File: src/hdl/htp_pkg.sv
// Package for the open-addressing hash table with triangular probing.
// Holds the transaction structs, status codes, hash constants and the
// command and status types shared by the controller and the datapath.
package htp_pkg;

	typedef struct packed {
		logic               command;
		logic [63:0]        key_primary;
		logic signed [31:0] key_secondary;
		logic [63:0]        insert_value;
	} htp_req_t;

	typedef struct packed {
		logic [2:0]  status;
		logic [63:0] found_value;
		logic [10:0] entry_count;
	} htp_rsp_t;

	localparam logic CMD_INSERT = 1'b1;

	localparam logic [2:0] ST_HIT      = 3'd0;
	localparam logic [2:0] ST_MISS     = 3'd1;
	localparam logic [2:0] ST_INSERTED = 3'd2;
	localparam logic [2:0] ST_PRESENT  = 3'd3;
	localparam logic [2:0] ST_FULL     = 3'd4;

	localparam logic [10:0] COUNT_MAX   = 11'd2047;
	localparam logic [10:0] LIMIT_RESET = 11'd1024;

	localparam logic [63:0] C_GOLDEN = 64'h9e3779b97f4a7c15;
	localparam logic [63:0] C_MIX1   = 64'hbf58476d1ce4e5b9;
	localparam logic [63:0] C_MIX2   = 64'h94d049bb133111eb;
	localparam int          SHIFT1   = 30;
	localparam int          SHIFT2   = 27;
	localparam int          SHIFT3   = 31;

	typedef enum logic [3:0] {
		S_CLEAR,
		S_IDLE,
		S_MUL0,
		S_MUL1,
		S_MUL2,
		S_MUL3,
		S_MIX,
		S_PROBE_RD,
		S_PROBE_CHK,
		S_DELIVER
	} htp_state_t;

	typedef enum logic [1:0] {
		PP_LL,
		PP_LH,
		PP_HL
	} htp_pp_t;

	typedef enum logic [1:0] {
		ACC_HOLD,
		ACC_LOAD,
		ACC_ADD_HI
	} htp_acc_t;

	typedef enum logic [1:0] {
		RND_FIRST,
		RND_SECOND,
		RND_FINAL
	} htp_round_t;

	typedef struct packed {
		logic       clear_step;
		logic       load_req;
		htp_pp_t    mul_sel;
		htp_acc_t   acc_op;
		logic       mix_en;
		htp_round_t mix_round;
		logic       probe_rd;
		logic       probe_chk;
		logic       deliver;
	} htp_cmd_t;

	typedef struct packed {
		logic clear_last;
		logic probe_done;
		logic out_free;
	} htp_sts_t;

endpackage

File: src/hdl/htp_ctrl.sv
// Controller state machine for the hash table: clearing pass, hash
// sequencing over the shared multiplier, probe walk and result hand-over.
// Depends on htp_pkg.
module htp_ctrl (
	input  logic              clk,
	input  logic              arst_n,
	input  logic              req_valid,
	output logic              req_ready,
	input  htp_pkg::htp_sts_t sts,
	output htp_pkg::htp_cmd_t cmd
);
	import htp_pkg::*;

	htp_state_t state_q, state_d;
	htp_round_t rnd_q, rnd_d;

	always_ff @(posedge clk or negedge arst_n) begin
		if (!arst_n) begin
			state_q <= S_CLEAR;
			rnd_q   <= RND_FIRST;
		end else begin
			state_q <= state_d;
			rnd_q   <= rnd_d;
		end
	end

	always_comb begin
		state_d       = state_q;
		rnd_d         = rnd_q;
		cmd           = '0;
		cmd.mul_sel   = PP_LL;
		cmd.acc_op    = ACC_HOLD;
		cmd.mix_round = rnd_q;
		req_ready     = 1'b0;
		unique case (state_q)
			S_CLEAR: begin
				cmd.clear_step = 1'b1;
				if (sts.clear_last) begin
					state_d = S_IDLE;
				end
			end
			S_IDLE: begin
				req_ready = 1'b1;
				if (req_valid) begin
					cmd.load_req = 1'b1;
					state_d      = S_MUL0;
				end
			end
			S_MUL0: begin
				cmd.mul_sel = PP_LL;
				state_d     = S_MUL1;
			end
			S_MUL1: begin
				cmd.mul_sel = PP_LH;
				cmd.acc_op  = ACC_LOAD;
				state_d     = S_MUL2;
			end
			S_MUL2: begin
				cmd.mul_sel = PP_HL;
				cmd.acc_op  = ACC_ADD_HI;
				state_d     = S_MUL3;
			end
			S_MUL3: begin
				cmd.acc_op = ACC_ADD_HI;
				state_d    = S_MIX;
			end
			S_MIX: begin
				cmd.mix_en = 1'b1;
				unique case (rnd_q)
					RND_FIRST: begin
						rnd_d   = RND_SECOND;
						state_d = S_MUL0;
					end
					RND_SECOND: begin
						rnd_d   = RND_FINAL;
						state_d = S_MUL0;
					end
					default: begin
						rnd_d   = RND_FIRST;
						state_d = S_PROBE_RD;
					end
				endcase
			end
			S_PROBE_RD: begin
				cmd.probe_rd = 1'b1;
				state_d      = S_PROBE_CHK;
			end
			S_PROBE_CHK: begin
				cmd.probe_chk = 1'b1;
				state_d       = sts.probe_done ? S_DELIVER : S_PROBE_RD;
			end
			S_DELIVER: begin
				if (sts.out_free) begin
					cmd.deliver = 1'b1;
					state_d     = S_IDLE;
				end
			end
			default: begin
				state_d = S_IDLE;
			end
		endcase
	end

endmodule

File: config.mk
export PLATFORM = sky130hd
export DESIGN_NAME = htp_ctrl
export DESIGN_NICKNAME = d
export VERILOG_FILES = /design/src/hdl/htp_pkg.sv /design/src/hdl/htp_ctrl.sv
export SDC_FILE = /design/constraint.sdc
export NUM_CORES = 1
export LEC_CHECK = 0
export ABC_AREA = 1
export BUFFER_PORTS_ARGS = -buffer_cell sky130_fd_sc_hd__clkbuf_2
export CORE_AREA = 2 2 39 41
export CTS_CLUSTER_SIZE = 20
export DETAILED_ROUTE_END_ITERATION = 10
export DIE_AREA = 0 0 41 43
export HOLD_SLACK_MARGIN = 0.12
export PLACE_DENSITY = 0.65
export SLEW_MARGIN = 0
export SYNTH_ARGS = -nofsm -noshare
export SYNTH_HDL_FRONTEND = slang
export SYNTH_SLANG_ARGS = --single-unit
File: constraint.sdc
create_clock -name clk -period 3.2 [get_ports clk]
set_clock_uncertainty 0.15 [all_clocks]
set_input_delay 0.64 -clock clk [delete_from_list [all_inputs] [get_ports clk]]
set_output_delay 0.64 -clock clk [all_outputs]
set_load 0.01 [all_outputs]
==> results of run 1 <==
==> cells in the mapped netlist (all sizes together) <==
cell / instances / share of area
nor2: 15 / 0.15
buf: 1 / 0.018
nor3b: 1 / 0.029
o221ai: 1 / 0.021
nand2: 16 / 0.14
nand3: 5 / 0.059
and2: 1 / 0.015
a21oi: 2 / 0.032
nor3: 1 / 0.038
inv: 12 / 0.11
dfrtp: 6 / 0.35
o21ai: 3 / 0.035
==> sequential cells by signal, indices dropped and copies added (netlist names) <==
signal,count
rnd_q,2
state_q,4
==> cell type report <==
type	instances	area, sq um	share of cell area
clock buffers	3	22.5	0.0403
multi-input cells	45	221	0.396
flip-flops and latches	6	150	0.268
repair buffers	19	100	0.179
well taps	16	20.0	0.0358
inverters	12	45.0	0.0805
==> worst paths after layout <==
check | to | slack, ns | cells after the start
max | cmd[6] | 1.07 | 4
min | rnd_q[0] | 0.35 | 1
max reg2reg | state_q[1] | 1.83 | 5
min reg2reg | rnd_q[0] | 0.35 | 1
max in group asynchronous | state_q[3] | 2.15 | 2
min in group asynchronous | rnd_q[1] | 0.61 | 2
==> report_power, final <==
part	switching (mW)	leakage (nW)	total [mW]	internal, mW
combinational	0.195	0.250	0.313	0.118
clock	0.0243	0.0138	0.0665	0.0422
sequential	0.0402	0.0756	0.151	0.111
==> worst max-delay path, cell delays in order (launching register included) <==
cell      delay [ns]
dfrtp_1         0.40
nor2_1          0.28
inv_1           0.07
nor2_1          0.18
clkbuf_2        0.17
==> per-stage QoR <==
step	power, mW	hold slack [ns]	area (sq um)	std cells	utilization
4_1_cts	0.540	0.355	559	101	0.404
2_1_floorplan	0.375	0.194	424	64	-
3_5_place_dp	0.468	0.319	527	97	0.381
5_1_grt	0.583	0.389	559	101	0.404
3_3_place_gp	0.465	0.317	527	97	0.381
6_report	0.531	0.348	559	101	0.404
==> what timing repair did <==
| action | in CTS | in global routing |
|---|---|---|
| resized for setup | 0 | 0 |
| hold buffers | 1 | 0 |
| endpoints found under the hold margin | 6 | 0 |
==> cell families (layout without fill, tap and decap cells) <==
kind of cell,Yosys count,in the layout,share of synthesized area
buffers and inverters,13,34,0.124
AOI/OAI and AO/OA,6,6,0.0885
DFF,6,6,0.354
and+or+nand+nor,39,39,0.434
==> routing by layer <==
metal	track usage	up-vias
met5	0	-
met4	0.0800	0
met3	0.0314	2
met2	0.172	10
met1	0.155	194
li1	-	238
==> metrics.csv, run 1 <==
metric,value,unit
ys_seq_elements,6,
syn-num-nets,70,
cp.required,2.41,ns
seq_area_frac_synth,0.354,
clk_latency,0.24,ns
core_region_area,1380,sq um
synthToLayoutAreaGrowth,31.9,%
cts_tree,done,
worstPathArrival,1.34,ns
final_cell_mix,"18 x clkbuf_2, 16 x nand2_1, 12 x nor2_1",
min_period,2.13,ns
leakage,0.340,nW
grt_max_degree,7,
ys_warn_count,0,
dr.pass1.iters,5,
path_clk_slew,0.04,ns
viasPerCell,4.40,
dpl.hpwl,778,microns
antenna_found_initial,0,
layout.nets,93,
wl,883,microns
hold_viol,0,
place.gp.congestion,0.748,
start_kind,flop,
dr_wl_met2,451,microns
ios,19,
tightest_slew,0.299,ns
n_fill_cell,149,
grt_usage,0.121,
setup_viol,0,
hp-start,rnd_q[0],
grt_pass1_vias,381,
wire_per_inst,8.74,microns
fp.dieH,43,microns
grt-ovfl-total,0,
clk_path_buf_depth,2,
ant_nets,0,
drive_above_1_share,0.353,
dp_slack,1.31,ns
worst-setup-path-type,flop to primary output,
cts-root-buf,clkbuf_4,
io_buffers,18,
netlist_instances,64,
syn-cell-area,424,sq um
drv_cap,0,
final.period_utilization,0.665,
peakVddDrop,0.000357,V
worstPathMaxFanout,5,
clock_sinks,6,
grt_setup_unrepaired,no,
ys_types,16,
layout_commonest_cell,clkbuf_2,
htreeDepth,1,
relSlewSlack,0.800,
antenna_cells,0,
dieArea,1760,sq um
top_layer,met4,
cts_made_buffers,3,
wl_met3,32,microns
drv_slew,0,
cp-end-kind,primary output,
outcome,completed,
routed-via-count,444,
drt_iter0_markers,5,
hold_class,flop to flop,
fmax,0.470,GHz
cts_setup_buffers,0,
wl_met1,394,microns
grt_pass1_wl,1390,microns
syn_avg_cell_area,6.63,sq um
die_x,41,microns
placementRows,14,
drc,0,
final.setup.tns,0,ns
start_util,0.307,
worst_slack,1.07,ns
r2r-start,state_q[3],
pwr_density_cell,950,nW/um^2
critPathLaunch,state_q[3],
No activity file was read; power rests on OpenSTA's default activity.
==> inputs of run 2 (changes only) <==
--- a/config.mk
+++ b/config.mk
@@ -5,7 +5,7 @@
 export SDC_FILE = /design/constraint.sdc
 export NUM_CORES = 1
 export LEC_CHECK = 0
-export ABC_AREA = 1
+export ABC_AREA = 0
 export BUFFER_PORTS_ARGS = -buffer_cell sky130_fd_sc_hd__clkbuf_2
 export CORE_AREA = 2 2 39 41
 export CTS_CLUSTER_SIZE = 20
==> constraint.sdc (replaced) <==
create_clock -name clk -period 1.8 [get_ports clk]
set_clock_uncertainty 0.15 [all_clocks]
set_input_delay 0.36 -clock clk [delete_from_list [all_inputs] [get_ports clk]]
set_output_delay 0.36 -clock clk [all_outputs]
set_load 0.01 [all_outputs]
==> run 2 against run 1 <==
- register-to-register slack got worse by 1.6 ns
- flip-flop and latch count stayed put
- synthesized area fell by 6.2%
- die area is the same
- power grew 100%
- final cell count is 12% lower
- clock power increased by 95%
- via count fell by 2.3%
- combinational power rose by 100%
- clock-buffer cell count stayed put
- cell area rose by 7.2%
- non-clock buffer count is 8 higher
==> metrics.csv, run 2 <==
metric,value,unit,change
placementRows,14,,unchanged
hold_viol,0,,unchanged
slowest_stage,dfrtp_1,,
post_dp_cell_area,503,sq um,-4.5%
path_delay_family,simple AND/OR/NAND/NOR gates,,
cp_num_buf_inv,1,,-1
setup_viol,0,,unchanged
syn_avg_cell_area,8.29,sq um,+25%
worstPathMaxFanout,6,,+1
ff_latch_area,153,sq um,+1.7%
start_util,0.288,,-0.0190
path_clk_slew,0.05,ns,about the same
antenna_found_initial,0,,unchanged
layout.nets,81,,-13%
yosysMostFrequentCell,dfrtp_1,,
grt_max_degree,15,,+8
clock_sinks,6,,unchanged
ys_async_sr_fraction,1.00,,unchanged
synth_edf_count,0,,unchanged
drive_above_1_share,0.479,,+0.127
drv_slew,0,,unchanged
start_kind,flop,,
htreeDepth,1,,unchanged
n_fill_cell,148,,-0.67%
fp.dieH,43,microns,unchanged
ys_warn_count,0,,unchanged
dieArea,1760,sq um,unchanged
grt-ovfl-total,0,,unchanged
antenna_cells,0,,unchanged
hold_class,input port to flop,,
cp.required,1.29,ns,-1.12 ns
pwr_density_cell,1780,nW/um^2,+88%
grt_pass1_wl,1350,microns,-2.5%
p_total,1.07,mW,+100%
cts_tree,done,,
tightest_slew,0.236,ns,-0.0630 ns
fin_hold_ws,0.265,ns,-0.0827 ns
cp-end-kind,primary output,,
syn-num-nets,54,,-23%
synthToLayoutAreaGrowth,50.6,%,
cts-root-buf,clkbuf_4,,
drv_cap,0,,unchanged
layout_commonest_cell,clkbuf_2,,
dr.pass1.iters,5,,unchanged
regMostFlops,state_q,,
grt_pass1_vias,304,,-20%
cts_made_buffers,3,,unchanged
wl,971,microns,+10%
drt_iter0_markers,7,,+2
leakage,0.301,nW,-11%
cpPeakStageDelay,0.42,ns,+0.02 ns
wire_per_inst,10.9,microns,+25%
synth_top_area_share,0.377,,+0.0234
dp_slack,0.207,ns,-1.11 ns
synth_largest_area_cell,dfrtp_1,,
routed-via-count,434,,-2.3%
drc,0,,unchanged
final_cell_mix,"16 x clkbuf_2, 8 x buf_4, 4 x nor3_1, 4 x o21ai_0, 4 x dfrtp_1",,
peakVddDrop,0.000746,V,+110%
final.period_utilization,0.992,,
worst_slack,0.0140,ns,-1.06 ns
viasPerCell,4.88,,+11%
die_x,41,microns,unchanged
clk_path_buf_depth,2,,unchanged
ys_types,22,,+6
place.gp.congestion,0.670,,-10%
io_buffers,18,,unchanged
ys_seq_elements,6,,unchanged
netlist_instances,48,,-25%
worstPathArrival,1.28,ns,-0.06 ns
syn-cell-area,398,sq um,-6.2%
synthTopCellsByArea,"dfrtp_1 38%, nor3_1 5.0%, o21ai_0 5.0%",,
fmax,0.560,GHz,
postLayoutCellArea,599,sq um,+7.2%
grt_usage,0.120,,-0.000736
worst-setup-path-type,flop to primary output,,
reg_top3,"state_q x4, rnd_q x2",,
largest_register_ffs,4,,unchanged
yosys-top-cells-count,"6 x dfrtp_1, 4 x nand2_1, 4 x nor3_1, 4 x o21ai_0",,
ant_nets,0,,unchanged
relSlewSlack,0.841,,+0.0413
seq_area_frac_synth,0.377,,+0.0234
cp_cell_sequence,nor2b_1 > nor3b_2 > and2_1 > buf_2,,
ios,19,,unchanged
core_region_area,1380,sq um,unchanged
outcome,completed,,
clk_latency,0.25,ns,about the same
min_period,1.79,ns,
multi_input_area,240,sq um,+8.5%
dpl.hpwl,684,microns,-12%
ys.flop_type,dfrtp_1,,
utilization,0.433,,+0.0289
grt_setup_unrepaired,yes,,
[run 2: final timing paths]
path                            depth (start not counted)  slack (ns)    endpoint  startpoint
worst max-delay path                                    4        0.01     cmd[10]  state_q[1]
worst min-delay path                                    3        0.27  state_q[2]      sts[1]
worst max register to register                          3        0.24  state_q[0]  state_q[1]
worst min register to register                          1        0.38    rnd_q[0]    rnd_q[0]
max in group asynchronous                               2        1.00  state_q[3]      arst_n
min in group asynchronous                               2        0.32    rnd_q[1]      arst_n
[run 2: metrics by stage]
stage | instances | TNS, ns
finish | 89 | 0
global route | 89 | -0.309
CTS | 84 | -0.00252
detailed placement | 80 | 0
global placement | 80 | 0
floorplan | 48 | 0
[run 2: cell type report]
| type | count | share of cell area |
|---|---|---|
| multi-input cells | 36 | 0.401 |
| repair buffers | 27 | 0.267 |
| flip-flops and latches | 6 | 0.255 |
| clock buffers | 3 | 0.0376 |
| well taps | 16 | 0.0334 |
| inverters | 1 | 0.00626 |
[run 2: worst min-delay path, delay by kind of cell]
kind | cells | cell delay (ns)
buffers and inverters | 1 | 0.09
AND/OR/NAND/NOR | 2 | 0.18
[run 2: where the power goes]
part / switching, mW / total [mW] / internal, mW
logic: 0.301 / 0.641 / 0.340
clock network: 0.0543 / 0.130 / 0.0758
registers: 0.0935 / 0.298 / 0.204
total: 0.449 / 1.07 / 0.620
[run 2: kinds of logic after synthesis]
group,Yosys count,synth area share
buf+inv,6,0.0786
flops,6,0.377
compound gates,11,0.182
simple gates,25,0.362
[run 2: what timing repair did]
action / CTS / global route
buffers inserted: 0 / 5
hold buffers: 1 / 0
gates resized for setup: 3 / 4
pin swaps: 1 / 2
endpoints found under the setup margin: 2 / 9
hold endpoints to repair: 6 / 0
[run 2: metal layers]
layer  global-route usage  wire, microns  up-vias
met5                    0              0        -
met4                0.120             22        0
met3               0.0314             75        4
met2                0.138            376       22
met1                0.168            497      185
li1                     -              -      223
